==> config.mk <==
export PLATFORM = sky130hd
export DESIGN_NAME = wu_antialiased_line_raster_core
export DESIGN_NICKNAME = d
export VERILOG_FILES = /design/src/wual_pkg.sv /design/src/wual_front.sv /design/src/wual_back.sv /design/src/wu_antialiased_line_raster_core.sv
export SDC_FILE = /design/constraint.sdc
export NUM_CORES = 1
export LEC_CHECK = 0
export ABC_AREA = 1
export BUFFER_PORTS_ARGS = -buffer_cell sky130_fd_sc_hd__buf_2
export CORE_AREA = 2 2 175 126
export DETAILED_ROUTE_END_ITERATION = 10
export DIE_AREA = 0 0 177 128
export HOLD_SLACK_MARGIN = 0.1
export PLACE_DENSITY = 0.86
export REMOVE_ABC_BUFFERS = 1
export SLEW_MARGIN = 20
export SYNTH_ARGS = -nofsm -noshare
export SYNTH_HDL_FRONTEND = slang
export SYNTH_SLANG_ARGS = --single-unit
export TNS_END_PERCENT = 10
==> constraint.sdc <==
create_clock -name aclk -period 4.9 [get_ports aclk]
set_input_delay 0.735 -clock aclk [delete_from_list [all_inputs] [get_ports aclk]]
set_output_delay 0.735 -clock aclk [all_outputs]
set_load 0.01 [all_outputs]
==> src/wual_pkg.sv <==
// shared types and constants for the antialiased line rasterizer
// no dependencies
`timescale 1ns / 1ps
`default_nettype none
package wual_pkg;
    localparam int COORD_BITS = 6;
    localparam int FRAC_BITS  = 16;
    localparam int ACC_BITS   = COORD_BITS + FRAC_BITS + 2;
    localparam int NUM_BITS   = COORD_BITS + FRAC_BITS;

    typedef struct packed {
        logic [COORD_BITS-1:0] start_x;
        logic [COORD_BITS-1:0] start_y;
        logic [COORD_BITS-1:0] end_x;
        logic [COORD_BITS-1:0] end_y;
    } line_in_t;

    typedef struct packed {
        logic [COORD_BITS-1:0] main_x;
        logic [COORD_BITS-1:0] main_y;
        logic signed [7:0]     side_x;
        logic signed [7:0]     side_y;
        logic [7:0]            main_level;
        logic [7:0]            side_level;
        logic                  side_valid;
        logic                  last;
    } pix_out_t;

    // classified line handed from front to back
    typedef struct packed {
        logic [COORD_BITS-1:0] mstart;
        logic [COORD_BITS-1:0] mend;
        logic [COORD_BITS-1:0] nstart;
        logic [COORD_BITS-1:0] adm;
        logic [COORD_BITS-1:0] dmaj;
        logic                  neg;
        logic                  x_major;
        logic                  fallback;
    } job_t;
endpackage
`default_nettype wire

==> src/wual_front.sv <==
// front end: accepts a line, orders endpoints and picks the major axis
// depends on wual_pkg
`timescale 1ns / 1ps
`default_nettype none
module wual_front (
    input  wire               aclk,
    input  wire               aresetn,
    input  wual_pkg::line_in_t s_line,
    input  wire               s_valid,
    output logic              s_ready,
    output wual_pkg::job_t    job,
    output logic              job_valid,
    input  wire               job_ready
);
    localparam int CB = wual_pkg::COORD_BITS;
    logic signed [CB:0] dx, dy;
    logic [CB-1:0] adx, ady;
    logic fb, xm, sw;
    logic [CB-1:0] ms, me, ns, ne;
    logic signed [CB:0] dmin;
    wual_pkg::job_t job_reg, job_next;
    logic vld_reg;

    always_comb begin
        dx = $signed({1'b0, s_line.end_x}) - $signed({1'b0, s_line.start_x});
        dy = $signed({1'b0, s_line.end_y}) - $signed({1'b0, s_line.start_y});
        adx = dx[CB] ? CB'(-dx) : dx[CB-1:0];
        ady = dy[CB] ? CB'(-dy) : dy[CB-1:0];
        fb = (dx == '0) || (dy == '0);
        xm = fb ? (dy == '0 && dx != '0) : (adx > ady);
        if (xm) begin
            sw = s_line.start_x > s_line.end_x;
            ms = sw ? s_line.end_x : s_line.start_x;
            me = sw ? s_line.start_x : s_line.end_x;
            ns = sw ? s_line.end_y : s_line.start_y;
            ne = sw ? s_line.start_y : s_line.end_y;
        end else begin
            sw = s_line.start_y > s_line.end_y;
            ms = sw ? s_line.end_y : s_line.start_y;
            me = sw ? s_line.start_y : s_line.end_y;
            ns = sw ? s_line.end_x : s_line.start_x;
            ne = sw ? s_line.start_x : s_line.end_x;
        end
        dmin = $signed({1'b0, ne}) - $signed({1'b0, ns});
        job_next.mstart   = ms;
        job_next.mend     = me;
        job_next.nstart   = ns;
        job_next.adm      = dmin[CB] ? CB'(-dmin) : dmin[CB-1:0];
        job_next.dmaj     = me - ms;
        job_next.neg      = dmin[CB];
        job_next.x_major  = xm;
        job_next.fallback = fb;
    end

    assign s_ready   = !vld_reg || job_ready;
    assign job       = job_reg;
    assign job_valid = vld_reg;

    always_ff @(posedge aclk) begin
        if (!aresetn) begin
            vld_reg <= 1'b0;
        end else if (s_ready) begin
            vld_reg <= s_valid;
        end
        if (s_ready && s_valid) begin
            job_reg <= job_next;
        end
    end
endmodule
`default_nettype wire

==> src/wual_back.sv <==
// back end: divides for the slope, then walks the major axis one step a cycle while the output is not stalled
// depends on wual_pkg
`timescale 1ns / 1ps
`default_nettype none
module wual_back (
    input  wire                aclk,
    input  wire                aresetn,
    input  wual_pkg::job_t     job,
    input  wire                job_valid,
    output logic               job_ready,
    output wual_pkg::pix_out_t m_pix,
    output logic               m_valid,
    input  wire                m_ready
);
    localparam int CB = wual_pkg::COORD_BITS;
    localparam int FB = wual_pkg::FRAC_BITS;
    localparam int AB = wual_pkg::ACC_BITS;
    localparam int NB = wual_pkg::NUM_BITS;
    localparam int DCB = $clog2(NB + 1);
    localparam logic [1:0] ST_IDLE = 2'd0;
    localparam logic [1:0] ST_DIV  = 2'd1;
    localparam logic [1:0] ST_RUN  = 2'd2;

    logic [1:0] state_reg, state_next;
    wual_pkg::job_t jb_reg;
    logic [NB-1:0] quo_reg, quo_next;
    logic [CB:0] rem_reg, rem_next;
    logic [DCB-1:0] cnt_reg, cnt_next;
    logic [DCB-1:0] bit_idx;
    logic [CB:0] major_pos_reg, major_pos_next;
    logic signed [AB-1:0] acc_reg, acc_next, slope;
    logic [CB:0] trial;
    logic [NB-1:0] num;
    logic signed [AB-FB-1:0] fl;
    logic [FB-1:0] fr;
    logic [FB:0] alpha;
    logic [8:0] a_hi;
    logic [7:0] a8;
    logic signed [7:0] flw, side_min;
    logic step_last, out_free;
    wual_pkg::pix_out_t pix_next, pix_reg;
    logic mv_reg;

    assign out_free  = !mv_reg || m_ready;
    assign job_ready = (state_reg == ST_IDLE);
    assign m_pix     = pix_reg;
    assign m_valid   = mv_reg;

    always_comb begin
        num   = {jb_reg.adm, {FB{1'b0}}};
        bit_idx = DCB'(NB - 1) - cnt_reg;
        trial = {rem_reg[CB-1:0], num[bit_idx]};
        slope = jb_reg.neg ? -AB'($signed({1'b0, quo_reg}))
                           : AB'($signed({1'b0, quo_reg}));
        fl    = acc_reg[AB-1:FB];
        fr    = acc_reg[FB-1:0];
        alpha = jb_reg.neg ? ((FB+1)'(1) << FB) - {1'b0, fr} : {1'b0, fr};
        a_hi  = alpha[FB:FB-8];
        a8    = (a_hi > 9'd255) ? 8'd255 : a_hi[7:0];
        flw   = 8'(fl);
        side_min = jb_reg.neg ? flw - 8'sd1 : flw + 8'sd1;
        step_last = (major_pos_reg[CB-1:0] == jb_reg.mend);

        if (jb_reg.fallback) begin
            pix_next.main_x = jb_reg.x_major ? major_pos_reg[CB-1:0] : jb_reg.nstart;
            pix_next.main_y = jb_reg.x_major ? jb_reg.nstart : major_pos_reg[CB-1:0];
            pix_next.side_x = '0;
            pix_next.side_y = '0;
            pix_next.main_level = 8'd255;
            pix_next.side_level = 8'd0;
            pix_next.side_valid = 1'b0;
        end else begin
            pix_next.main_x = jb_reg.x_major ? major_pos_reg[CB-1:0] : fl[CB-1:0];
            pix_next.main_y = jb_reg.x_major ? fl[CB-1:0] : major_pos_reg[CB-1:0];
            pix_next.side_x = jb_reg.x_major ? 8'(major_pos_reg) : side_min;
            pix_next.side_y = jb_reg.x_major ? side_min : 8'(major_pos_reg);
            pix_next.main_level = 8'd255 - a8;
            pix_next.side_level = a8;
            pix_next.side_valid = 1'b1;
        end
        pix_next.last = step_last;

        state_next = state_reg;
        quo_next = quo_reg;
        rem_next = rem_reg;
        cnt_next = cnt_reg;
        major_pos_next = major_pos_reg;
        acc_next = acc_reg;
        case (state_reg)
            ST_IDLE: begin
                if (job_valid) begin
                    state_next = ST_DIV;
                    quo_next = '0;
                    rem_next = '0;
                    cnt_next = '0;
                end
            end
            ST_DIV: begin
                // restoring division, one quotient bit a cycle
                if (jb_reg.fallback || jb_reg.dmaj == '0) begin
                    quo_next = '0;
                    cnt_next = DCB'(NB);
                end else if (trial >= {1'b0, jb_reg.dmaj}) begin
                    rem_next = trial - {1'b0, jb_reg.dmaj};
                    quo_next = {quo_reg[NB-2:0], 1'b1};
                    cnt_next = cnt_reg + 1'b1;
                end else begin
                    rem_next = trial;
                    quo_next = {quo_reg[NB-2:0], 1'b0};
                    cnt_next = cnt_reg + 1'b1;
                end
                if (cnt_next == DCB'(NB)) begin
                    state_next = ST_RUN;
                    major_pos_next = {1'b0, jb_reg.mstart};
                    acc_next = AB'($signed({1'b0, jb_reg.nstart, {FB{1'b0}}}));
                end
            end
            ST_RUN: begin
                if (out_free) begin
                    major_pos_next = major_pos_reg + 1'b1;
                    acc_next = acc_reg + slope;
                    if (step_last) begin
                        state_next = ST_IDLE;
                    end
                end
            end
            default: state_next = ST_IDLE;
        endcase
    end

    always_ff @(posedge aclk) begin
        if (!aresetn) begin
            state_reg <= ST_IDLE;
            mv_reg <= 1'b0;
            quo_reg <= '0;
            rem_reg <= '0;
            cnt_reg <= '0;
            major_pos_reg <= '0;
            acc_reg <= '0;
        end else begin
            state_reg <= state_next;
            if (state_reg == ST_RUN && out_free) begin
                mv_reg <= 1'b1;
            end else if (m_ready) begin
                mv_reg <= 1'b0;
            end
            quo_reg <= quo_next;
            rem_reg <= rem_next;
            cnt_reg <= cnt_next;
            major_pos_reg <= major_pos_next;
            acc_reg <= acc_next;
        end
        if (state_reg == ST_IDLE && job_valid) begin
            jb_reg <= job;
        end
        if (state_reg == ST_RUN && out_free) begin
            pix_reg <= pix_next;
        end
    end
endmodule
`default_nettype wire

==> src/wu_antialiased_line_raster_core.sv <==
// Antialiased line rasterizer. A line enters as two endpoints on a 64x64 grid
// and leaves as one request per major-axis step, lowest major coordinate first,
// each with a main and a side pixel and their coverage levels (the side pixel
// is marked not valid for an axis-aligned line or a single point). Each line is
// registered in the front end, handed to the back end, run through the serial
// slope divider (cut short for an axis-aligned line or a single point), then
// walked one step per cycle (up to 64 steps) while the output is not stalled;
// a second line waits in the front register meanwhile.
// depends on wual_pkg, wual_front, wual_back
`timescale 1ns / 1ps
`default_nettype none
module wu_antialiased_line_raster_core (
    input  wire                aclk,
    input  wire                aresetn,
    input  wual_pkg::line_in_t s_line,
    input  wire                s_valid,
    output logic               s_ready,
    output wual_pkg::pix_out_t m_pix,
    output logic               m_valid,
    input  wire                m_ready
);
    wual_pkg::job_t job;
    logic job_valid, job_ready;

    wual_front u_front (
        .aclk(aclk), .aresetn(aresetn), .s_line(s_line), .s_valid(s_valid),
        .s_ready(s_ready), .job(job), .job_valid(job_valid), .job_ready(job_ready)
    );

    wual_back u_back (
        .aclk(aclk), .aresetn(aresetn), .job(job), .job_valid(job_valid),
        .job_ready(job_ready), .m_pix(m_pix), .m_valid(m_valid), .m_ready(m_ready)
    );
endmodule
`default_nettype wire

==> impl_metrics.json, run 1 <==
{
  "run_status": "finished clean",
  "power.density_nw_per_um2": 630,
  "initial_cell_density_of_the_core": 0.547,
  "io_buffers": 75,
  "worst-setup-path-type": "in2reg",
  "worst_rel_slew_slack": 0.293,
  "unrepaired_setup_endpoints_after_global_routing": "true",
  "finalHoldViolations": 0,
  "timing_worst_slew_pin_value_ns": 1.06,
  "finish.net_count": 1710,
  "cts.path.max_buffers": 2,
  "clock_sinks": 180,
  "drt_iter0_drc": 1098,
  "postLayoutCoreUtil": 0.639,
  "grt_start_max_net_pins": 47,
  "synth.distinct_cells": 49,
  "critical_path.reg2reg.endpoint": "u_back.acc_reg[23]$_SDFFE_PN0P_",
  "min_from": "u_front.job[11]$_DFFE_PP_",
  "post-route-min-period_ns": 4.90,
  "overall_routing_resource_usage": 0.257,
  "cp.buffers_inverters": 10,
  "crit_required_ns": 5.09,
  "grt_antenna_before_repair": 0,
  "ios": 76,
  "worstSetupPathDepth": 35,
  "die_height_um": 128,
  "synth-warning-count": 0,
  "fillers": 1678,
  "num_vias": 10400,
  "antenna_diode_count": 0,
  "max_cap_viol_count": 0,
  "largest_register_ff_count": 46,
  "timing.final.setup_violations": 0,
  "path_clk_slew_ns": 0.07,
  "worst_ep_arrival_time_ns": 5.09,
  "cts-buffers-inserted": 17,
  "cts_max_level": 4,
  "placeableCoreArea_um2": 21100,
  "ff2ff_setup_slack_ns": 1.26,
  "tritoncts": "built",
  "worstHoldEndpoint": "u_back.jb_reg[11]$_DFFE_PP_",
  "final.hold.worst_slack_ns": 0.421,
  "final.setup.tns_ns": 0,
  "post_cts_hold_buffer_count": 0,
  "timing_max_transition_violations_final": 0,
  "timing.critical_path.slowest_stage_cell": "sky130_fd_sc_hd__fa_2",
  "final_layout_size_suffix_gt1_frac": 0.173,
  "worst_path_largest_cell_delay_ns": 0.45,
  "finalClockSkew_ns": 0.0145,
  "vias_per_cell": 5.48,
  "synthesis.area_um2": 11500,
  "dpl.hpwl_um": 21500,
  "syn_to_final_growth_pct": 16.9,
  "cp_common_cell": "sky130_fd_sc_hd__inv_2",
  "row_count": 45,
  "main_synth_ff_type": "sky130_fd_sc_hd__edfxtp_1",
  "global_route_wire_length_before_repair_um": 46200,
  "max-vdd-ir-drop_mv": 0.384,
  "ff2ff_path_depth": 21,
  "clk_latency_ns": 0.44,
  "synth-edff-count": 112,
  "drc": 0,
  "routed_wirelength_um": 29300,
  "whs_path_depth": 0,
  "area_enclosed_by_the_die_boundary_um2": 22700,
  "timing.fmax_mhz": 204,
  "postSynthRegisterBits": 180,
  "firstDrtPassIters": 7,
  "ys_seq_area_frac": 0.409,
  "cts_root_buf": "sky130_fd_sc_hd__clkbuf_16",
  "gp_congestion": 0.918,
  "synth.avg_cell_area_um2": 7.93,
  "setup.worst_path.start_class": "primary input",
  "endpoint_kind": "flop",
  "critical_path.top_delay_family": "adder cells",
  "ys_async_sr_fraction": 0,
  "power.static_leakage_nw": 6.00,
  "wire_per_inst_um": 15.5,
  "synthesis.instances": 1457,
  "timing.final.crit_share": 1.00,
  "grt_overflow": 0,
  "drt.antenna.violating_nets": 0,
  "regArea_um2": 4720,
  "r2r_start": "u_back.quo_reg[0]$_SDFFE_PN0P_",
  "grt_pass1_vias": 9419,
  "crit_path_max_fanout": 6,
  "multiInputGateArea_um2": 6100,
  "die_w_um": 177,
  "class_of_the_tightest_hold_or_removal_check": "reg2reg"
}
[cell families (layout without fill, tap and decap cells)]
logic type	Yosys count	in the layout	synth area share
AND/OR/NAND/NOR	569	569	0.205
AO/OA/AOI/OAI	321	321	0.155
buffers and inverters	230	382	0.0793
flip-flops	180	180	0.409
adder cells (fa/ha/maj)	86	86	0.0977
XOR/XNOR	71	71	0.0539
[where the power goes]
group / switching (mW) / internal, mW
Combinational: 2.80 / 1.87
Sequential: 0.231 / 2.27
Clock: 0.656 / 0.676
Total: 3.69 / 4.82
[cells in the mapped netlist, types with 5 or more instances]
master / n / area, um2
sky130_fd_sc_hd__dfxtp_1: 68 / 1360
sky130_fd_sc_hd__clkbuf_1: 26 / 97.6
sky130_fd_sc_hd__or2_2: 6 / 37.5
sky130_fd_sc_hd__buf_2: 5 / 25.0
sky130_fd_sc_hd__fa_1: 7 / 140
sky130_fd_sc_hd__o21ai_1: 24 / 120
sky130_fd_sc_hd__nand2_2: 7 / 43.8
sky130_fd_sc_hd__nand3_1: 59 / 295
sky130_fd_sc_hd__buf_6: 5 / 56.3
sky130_fd_sc_hd__o21bai_1: 5 / 37.5
sky130_fd_sc_hd__xor2_1: 47 / 412
sky130_fd_sc_hd__nor2_1: 116 / 435
sky130_fd_sc_hd__a21oi_1: 138 / 691
sky130_fd_sc_hd__nand3b_1: 5 / 37.5
sky130_fd_sc_hd__o21ai_0: 98 / 490
sky130_fd_sc_hd__o22ai_1: 14 / 87.6
sky130_fd_sc_hd__xnor2_1: 24 / 210
sky130_fd_sc_hd__nor3_1: 12 / 60.1
sky130_fd_sc_hd__edfxtp_1: 112 / 3360
sky130_fd_sc_hd__nand4_1: 12 / 75.1
sky130_fd_sc_hd__ha_1: 79 / 988
sky130_fd_sc_hd__o211ai_1: 14 / 105
sky130_fd_sc_hd__o211ai_2: 8 / 100
sky130_fd_sc_hd__nand2_1: 342 / 1280
sky130_fd_sc_hd__inv_1: 176 / 661
sky130_fd_sc_hd__inv_2: 10 / 37.5
[worst max-delay path by stage]
stage,start,endpoint,slack (ns)
6_report,s_line[6],u_front.job[14]$_DFFE_PP_,0.0006
5_1_grt,s_line[6],u_front.job[14]$_DFFE_PP_,-0.25
4_1_cts,s_line[6],u_front.job[13]$_DFFE_PP_,-0.008
3_5_place_dp,s_line[6],u_front.job[14]$_DFFE_PP_,-0.59
3_3_place_gp,s_line[6],u_front.job[14]$_DFFE_PP_,-0.37
2_1_floorplan,s_line[6],u_front.job[14]$_DFFE_PP_,-0.66
[cell usage in the layout (no fill, tap or decap), types with 4 or more instances in the layout]
cell type                   instances
sky130_fd_sc_hd__o21ai_2            8
sky130_fd_sc_hd__edfxtp_1         112
sky130_fd_sc_hd__clkbuf_16         17
sky130_fd_sc_hd__dfxtp_1           68
sky130_fd_sc_hd__nand2_2            9
sky130_fd_sc_hd__inv_1            167
sky130_fd_sc_hd__nor2_1           112
sky130_fd_sc_hd__nand3b_1           5
sky130_fd_sc_hd__nand3_1           57
sky130_fd_sc_hd__o22ai_1           14
sky130_fd_sc_hd__o21ai_0           91
sky130_fd_sc_hd__o211ai_2           8
sky130_fd_sc_hd__fa_1               5
sky130_fd_sc_hd__ha_1              74
sky130_fd_sc_hd__a21oi_2            6
sky130_fd_sc_hd__buf_2             74
sky130_fd_sc_hd__nor3_1            11
sky130_fd_sc_hd__nand3_2            5
sky130_fd_sc_hd__xor2_1            45
sky130_fd_sc_hd__o21bai_1           4
sky130_fd_sc_hd__or2_2              6
sky130_fd_sc_hd__nand2_1          339
sky130_fd_sc_hd__o211ai_1          14
sky130_fd_sc_hd__a21oi_1          133
sky130_fd_sc_hd__xnor2_1           23
sky130_fd_sc_hd__o21ai_1           26
sky130_fd_sc_hd__nand4_1           12
sky130_fd_sc_hd__inv_6              5
sky130_fd_sc_hd__buf_4             85
sky130_fd_sc_hd__inv_2             17
[area by class of cell]
| class | count | area share |
|---|---|---|
| multi-input combinational | 1047 | 0.452 |
| clock buffer | 18 | 0.0318 |
| sequential | 180 | 0.350 |
| timing repair buffer | 161 | 0.0767 |
| clock inverter | 14 | 0.0105 |
| tap | 282 | 0.0261 |
| inverter | 189 | 0.0530 |
[metrics by stage]
stage	setup WS, ns	instances	power (mW)	area, um2
after CTS	-0.00794	1888	8.13	13300
after global routing	-0.247	1891	9.05	13500
final	0.000637	1891	8.51	13500
after detailed placement	-0.592	1856	6.64	12700
after floorplan	-0.663	1416	5.10	11300
after global placement	-0.375	1856	6.45	12700
[routing by layer]
metal,vias up,global-route usage,share of wire
met3,40,0.0528,0.077
met5,-,0,0
met2,396,0.407,0.46
met4,0,0.0695,0.016
li1,5144,-,-
met1,4777,0.359,0.45
[timing repair]
item / 4_1_cts / 5_1_grt
setup buffers: 0 / 3
endpoints found under the hold margin: 0 / 0
endpoints found under the setup margin: 6 / 10
resized for setup: 9 / 48
pin swaps: 0 / 25
No activity file was read; power rests on OpenSTA's default activity.
==> run 2: changes to the inputs <==
PLACE_DENSITY = 0.83   (was 0.86)
clock period = 6.2 ns   (was 4.9 ns; I/O delays follow)
==> run 2 against run 1 <==
Against the previous run: setup slack gained 0.49 ns; total power down 29%; via count down 3.4%.
==> impl_metrics.json, run 2 (synthesis results as in run 1) <==
{
  "gp_congestion": 0.926,
  "multiInputGateArea_um2": 5930,
  "finalClockSkew_ns": 0.0161,
  "syn_to_final_growth_pct": 10.9,
  "final_layout_size_suffix_gt1_frac": 0.107,
  "timing.fmax_mhz": 175,
  "drc": 0,
  "post_cts_hold_buffer_count": 0,
  "wire_per_inst_um": 15.1,
  "regArea_um2": 4720,
  "final_cell_area_um2": 12800,
  "layoutNonFillerInstCount": 1814,
  "overall_routing_resource_usage": 0.244,
  "clock_sinks": 180,
  "timing_worst_slew_pin_value_ns": 1.06,
  "place.detailed.instances": 1781,
  "finalHoldViolations": 0,
  "vias_per_cell": 5.51,
  "class_of_the_tightest_hold_or_removal_check": "reg2reg",
  "antenna_diode_count": 0,
  "global_route_wire_length_before_repair_um": 43900,
  "crit_required_ns": 6.40,
  "max_cap_viol_count": 0,
  "clk_latency_ns": 0.44,
  "worst_ep_arrival_time_ns": 5.91,
  "grt_pass1_vias": 9099,
  "worst-setup-path-type": "in2reg",
  "largest_register_ff_count": 46,
  "timing_max_transition_violations_final": 0,
  "critical_path.top_delay_family": "compound AO/OA/AOI/OAI gates",
  "initial_cell_density_of_the_core": 0.547,
  "placeableCoreArea_um2": 21100,
  "cts_root_buf": "sky130_fd_sc_hd__clkbuf_16",
  "die_w_um": 177,
  "cts.path.max_buffers": 2,
  "firstDrtPassIters": 6,
  "dpl.hpwl_um": 20500,
  "grt_overflow": 0,
  "setup.worst_path.start_class": "primary input",
  "cts-buffers-inserted": 17,
  "finish.net_count": 1633,
  "power.static_leakage_nw": 5.63,
  "area_enclosed_by_the_die_boundary_um2": 22700,
  "row_count": 45,
  "power.density_nw_per_um2": 472,
  "post-route-min-period_ns": 5.71,
  "ios": 76,
  "timing.final.setup_violations": 0,
  "crit_path_max_fanout": 13,
  "placement_stage_cell_area_um2": 12200,
  "run_status": "finished clean",
  "cp_common_cell": "sky130_fd_sc_hd__nand2_1",
  "fillers": 1843,
  "max-vdd-ir-drop_mv": 0.321,
  "path_clk_slew_ns": 0.08,
  "worst_path_largest_cell_delay_ns": 0.48,
  "grt_antenna_before_repair": 0,
  "timing.final.crit_share": 0.922,
  "final.setup.tns_ns": 0,
  "die_height_um": 128,
  "cp.buffers_inverters": 8,
  "mostFrequentLayoutCells": "342 x sky130_fd_sc_hd__nand2_1, 176 x sky130_fd_sc_hd__inv_1, 135 x sky130_fd_sc_hd__a21oi_1, 116 x sky130_fd_sc_hd__nor2_1, 112 x sky130_fd_sc_hd__edfxtp_1",
  "r2r_start": "u_back.jb_reg[2]$_DFFE_PP_",
  "unrepaired_setup_endpoints_after_global_routing": "false",
  "routed_wirelength_um": 27300,
  "min_from": "u_front.job[27]$_DFFE_PP_",
  "endpoint_kind": "flop",
  "power.total_mw": 6.04,
  "worst_rel_slew_slack": 0.294,
  "io_buffers": 75,
  "drt.antenna.violating_nets": 0,
  "postCtsSetupRepairBufs": 0,
  "final_common_cell": "sky130_fd_sc_hd__nand2_1",
  "tritoncts": "built",
  "worst_setup_path_startpoint": "s_line[6]",
  "timing.critical_path.slowest_stage_cell": "sky130_fd_sc_hd__fa_1",
  "num_vias": 10000,
  "grt_start_max_net_pins": 57,
  "drt_iter0_drc": 613,
  "cts_max_level": 4
}
==> run 2: cell types whose count changed in the layout (fill, tap and decap cells not counted), sizes merged <==
cell	previous run	this run
clkinv	9	10
buf	161	84
clkbuf	18	17
==> run 2: final timing paths <==
path	cells past startpoint	slack (ns)	to
max	35	0.49	u_front.job[14]$_DFFE_PP_
min	0	0.41	u_back.jb_reg[27]$_DFFE_PP_
max reg2reg	13	2.24	u_back.acc_reg[18]$_SDFFE_PN0P_
min reg2reg	0	0.41	u_back.jb_reg[27]$_DFFE_PP_
==> run 2: routing by layer <==
metal | global-route usage | routed length [um] | up-vias
met5 | 0 | 0 | -
met3 | 0.0519 | 2010 | 43
li1 | - | - | 4994
met1 | 0.343 | 12800 | 4611
met2 | 0.382 | 12100 | 352
met4 | 0.0705 | 444 | 0
==> run 2: repair_timing <==
item                                   in CTS  in global routing
setup endpoints to repair                   0                  1
endpoints found under the hold margin       0                  0
resized for setup                           0                  1
==> run 2: layout make-up <==
| type | count | share of cell area |
|---|---|---|
| clock buffer | 17 | 0.0332 |
| sequential | 180 | 0.369 |
| timing repair buffer | 84 | 0.0362 |
| inverter | 189 | 0.0555 |
| multi-input combinational | 1047 | 0.463 |
| clock inverter | 15 | 0.0151 |
| tap | 282 | 0.0276 |
==> run 2: stage by stage <==
stage               worst slack [ns]  hold WS, ns   util
floorplan                      0.442        0.400      -
global route                  0.0739        0.425  0.606
CTS                            0.494        0.416  0.605
detailed placement            0.0427        0.405  0.576
finish                         0.486        0.412  0.606
global placement               0.348        0.401  0.576
==> run 2: power by group <==
part	total (mW)	switching (mW)	internal, mW
Sequential	1.99	0.192	1.79
Combinational	2.95	1.93	1.02
Clock	1.11	0.555	0.552
==> run 3: changes to the inputs <==
ABC_AREA = 0   (was 1)
CORE_AREA = 2 2 172 124   (was 2 2 175 126)
DIE_AREA = 0 0 174 126   (was 0 0 177 128)
==> run 3 against run 2 <==
Against the previous run: final cell count decreased by 17%; design area shrank 2.4%; synthesized cell count fell by 21%; count of clock-buffer cells in the layout is 3 higher; wire length decreased by 10%; non-clock buffer count up 8; largest power group unchanged.
==> impl_metrics.json, run 3 <==
{
  "synth-warning-count": 0,
  "cts_max_level": 4,
  "synthesis.instances": 1146,
  "synth_top_area_frac": 0.301,
  "wire_per_inst_um": 16.3,
  "power.share.clock": 0.243,
  "timing.final.crit_share": 0.921,
  "crit_required_ns": 6.39,
  "area_enclosed_by_the_die_boundary_um2": 21900,
  "cell_internal_power_mw": 2.88,
  "finalHoldViolations": 0,
  "regArea_um2": 4720,
  "row_count": 44,
  "timing_worst_slew_pin_value_ns": 1.02,
  "clk_latency_ns": 0.44,
  "global_route_wire_length_before_repair_um": 40600,
  "switchingPower_mw": 1.49,
  "timing.final.setup_violations": 0,
  "gp_congestion": 0.909,
  "final.setup.tns_ns": 0,
  "main_synth_ff_type": "sky130_fd_sc_hd__edfxtp_1",
  "postSynthRegisterBits": 180,
  "final_layout_size_suffix_gt1_frac": 0.132,
  "drc": 0,
  "ff2ff_path_depth": 15,
  "multiInputGateArea_um2": 6000,
  "endpoint": "u_front.job[13]$_DFFE_PP_",
  "drt_iter0_drc": 725,
  "layoutNonFillerInstCount": 1502,
  "synthesis.area_um2": 11200,
  "initial_cell_density_of_the_core": 0.551,
  "grt_pass1_vias": 8285,
  "timing.final.ws_setup_ns": 0.491,
  "vias_per_cell": 5.84,
  "ys_seq_area_frac": 0.423,
  "ff2ff_setup_slack_ns": 2.16,
  "drt.antenna.violating_nets": 0,
  "antenna_diode_count": 0,
  "yosysMostFrequentCell": "sky130_fd_sc_hd__edfxtp_1",
  "clock_sinks": 180,
  "dpl_worst_slack_ns": -0.0654,
  "finalClockSkew_ns": 0.0103,
  "run_status": "finished clean",
  "final.hold.worst_slack_ns": 0.420,
  "synth.distinct_cells": 72,
  "worst_setup_path_startpoint": "s_line[6]",
  "cts.path.max_buffers": 2,
  "power.share.sequential": 0.375,
  "dpl.hpwl_um": 18000,
  "worst_rel_slew_slack": 0.319,
  "unrepaired_setup_endpoints_after_global_routing": "false",
  "max-vdd-ir-drop_mv": 0.215,
  "ys_async_sr_fraction": 0,
  "die_w_um": 174,
  "grt_start_max_net_pins": 45,
  "die_height_um": 126,
  "cts_root_buf": "sky130_fd_sc_hd__clkbuf_16",
  "overall_routing_resource_usage": 0.229,
  "routed_wirelength_um": 24500,
  "placeableCoreArea_um2": 20300,
  "timing_max_transition_violations_final": 0,
  "ys_top_cells_by_count": "112 x sky130_fd_sc_hd__edfxtp_1, 93 x sky130_fd_sc_hd__a21oi_1, 93 x sky130_fd_sc_hd__nor2_1, 83 x sky130_fd_sc_hd__inv_1, 79 x sky130_fd_sc_hd__ha_1",
  "worst-setup-path-type": "in2reg",
  "syn_to_final_growth_pct": 11.9,
  "ios": 76,
  "synth-edff-count": 112,
  "grt_antenna_before_repair": 0,
  "worst_ep_arrival_time_ns": 5.89,
  "postCtsSetupRepairBufs": 0,
  "post-route-min-period_ns": 5.71,
  "timing.fmax_mhz": 175,
  "io_buffers": 75,
  "synth.area.top_cells": "sky130_fd_sc_hd__edfxtp_1 30%, sky130_fd_sc_hd__dfxtp_1 12%, sky130_fd_sc_hd__ha_1 8.8%",
  "endpoint_kind": "flop",
  "power_switching_share": 0.340,
  "final_common_cell": "sky130_fd_sc_hd__edfxtp_1",
  "num_vias": 8773,
  "setup.worst_path.start_class": "primary input",
  "power.total_mw": 4.37,
  "finish.net_count": 1327,
  "cts-buffers-inserted": 17,
  "crit_path_max_fanout": 11,
  "r2r_start": "u_back.quo_reg[0]$_SDFFE_PN0P_",
  "place.detailed.instances": 1470,
  "share_comb_of_total_power": 0.382,
  "power.static_leakage_nw": 5.20,
  "synth.avg_cell_area_um2": 9.75,
  "final_cell_area_um2": 12500,
  "class_of_the_tightest_hold_or_removal_check": "reg2reg",
  "power.density_nw_per_um2": 350,
  "critical_path.reg2reg.endpoint": "u_back.acc_reg[21]$_SDFFE_PN0P_",
  "path_clk_slew_ns": 0.07,
  "placement_stage_cell_area_um2": 11900,
  "postLayoutCoreUtil": 0.617,
  "tritoncts": "built",
  "fillers": 1594,
  "grt_overflow": 0,
  "synth_top_cell_by_area": "sky130_fd_sc_hd__edfxtp_1",
  "max_cap_viol_count": 0,
  "largest_register_ff_count": 46,
  "mostFrequentLayoutCells": "112 x sky130_fd_sc_hd__edfxtp_1, 91 x sky130_fd_sc_hd__nor2_1, 90 x sky130_fd_sc_hd__a21oi_1, 83 x sky130_fd_sc_hd__inv_1, 79 x sky130_fd_sc_hd__ha_1",
  "firstDrtPassIters": 5
}
[run 3: kinds of logic after synthesis]
kind of cell / Yosys count / synth area share
multiplexers: 74 / 0.0681
adder cells (fa/ha/maj): 86 / 0.101
flip-flops: 180 / 0.423
AND/OR/NAND/NOR: 302 / 0.134
buffers and inverters: 131 / 0.0449
AO/OA/AOI/OAI: 290 / 0.164
XOR/XNOR: 83 / 0.0651
[run 3: critical path, stage by stage]
cell                       delay (ns)
sky130_fd_sc_hd__buf_2           0.12
sky130_fd_sc_hd__inv_1           0.06
sky130_fd_sc_hd__ha_1            0.17
sky130_fd_sc_hd__inv_1           0.06
sky130_fd_sc_hd__fa_1            0.39
sky130_fd_sc_hd__a21o_1          0.19
sky130_fd_sc_hd__a21oi_1         0.22
sky130_fd_sc_hd__xnor2_1         0.13
sky130_fd_sc_hd__or2_2           0.35
sky130_fd_sc_hd__o21ai_0         0.24
sky130_fd_sc_hd__xnor2_1         0.10
sky130_fd_sc_hd__ha_1            0.32
sky130_fd_sc_hd__nand4_1         0.10
sky130_fd_sc_hd__o22ai_1         0.07
sky130_fd_sc_hd__nor2_1          0.17
sky130_fd_sc_hd__o32ai_4         0.16
sky130_fd_sc_hd__buf_4           0.24
sky130_fd_sc_hd__a21oi_1         0.20
sky130_fd_sc_hd__ha_1            0.20
sky130_fd_sc_hd__inv_1           0.06
sky130_fd_sc_hd__fa_1            0.39
sky130_fd_sc_hd__a21o_1          0.18
sky130_fd_sc_hd__a21oi_1         0.21
sky130_fd_sc_hd__o21bai_1        0.09
sky130_fd_sc_hd__a21oi_1         0.14
sky130_fd_sc_hd__buf_4           0.15
sky130_fd_sc_hd__o21ai_0         0.10
sky130_fd_sc_hd__xnor2_1         0.14
[run 3: area by class of cell]
type                    count  share of cell area
well taps                 276              0.0276
clock buffers              20              0.0357
multi-input cells         835               0.480
clock inverters            12              0.0107
repair buffers             92              0.0418
flip-flops and latches    180               0.378
inverters                  87              0.0262
[run 3: repair_timing]
item / in CTS / in global routing
hold buffers: 0 / 0
hold endpoints to repair: 0 / 0
setup endpoints to repair: 0 / 5
resized for setup: 0 / 1
[run 3: per-layer routing]
layer | wire length, um | GRT usage | share of wire
met3 | 1540 | 0.0396 | 0.063
met1 | 11500 | 0.317 | 0.47
met4 | 440 | 0.0821 | 0.018
met2 | 11000 | 0.365 | 0.45
met5 | 0 | 0 | 0
[run 3: how the worst min path moves through the flow]
stage / from / end / slack, ns / depth (start not counted)
after global placement: u_front.job[9]$_DFFE_PP_ / u_back.jb_reg[9]$_DFFE_PP_ / 0.40 / 0
final: u_front.job[25]$_DFFE_PP_ / u_back.jb_reg[25]$_DFFE_PP_ / 0.42 / 0
after CTS: u_front.job[12]$_DFFE_PP_ / u_back.jb_reg[12]$_DFFE_PP_ / 0.42 / 0
after detailed placement: u_front.job[12]$_DFFE_PP_ / u_back.jb_reg[12]$_DFFE_PP_ / 0.40 / 0
after floorplan: u_front.job[0]$_DFFE_PP_ / u_back.jb_reg[0]$_DFFE_PP_ / 0.40 / 0
after global routing: u_front.job[14]$_DFFE_PP_ / u_back.jb_reg[14]$_DFFE_PP_ / 0.43 / 0
[run 3: power by group through the flow]
stage | Clock (mW) | Sequential (mW) | Combinational, mW
2_1_floorplan | 0 | 1.65 | 1.22
4_1_cts | 1.08 | 1.64 | 1.66
3_3_place_gp | 0 | 1.66 | 1.58
6_report | 1.06 | 1.64 | 1.67
3_5_place_dp | 0 | 1.67 | 1.65
5_1_grt | 1.12 | 1.66 | 1.87
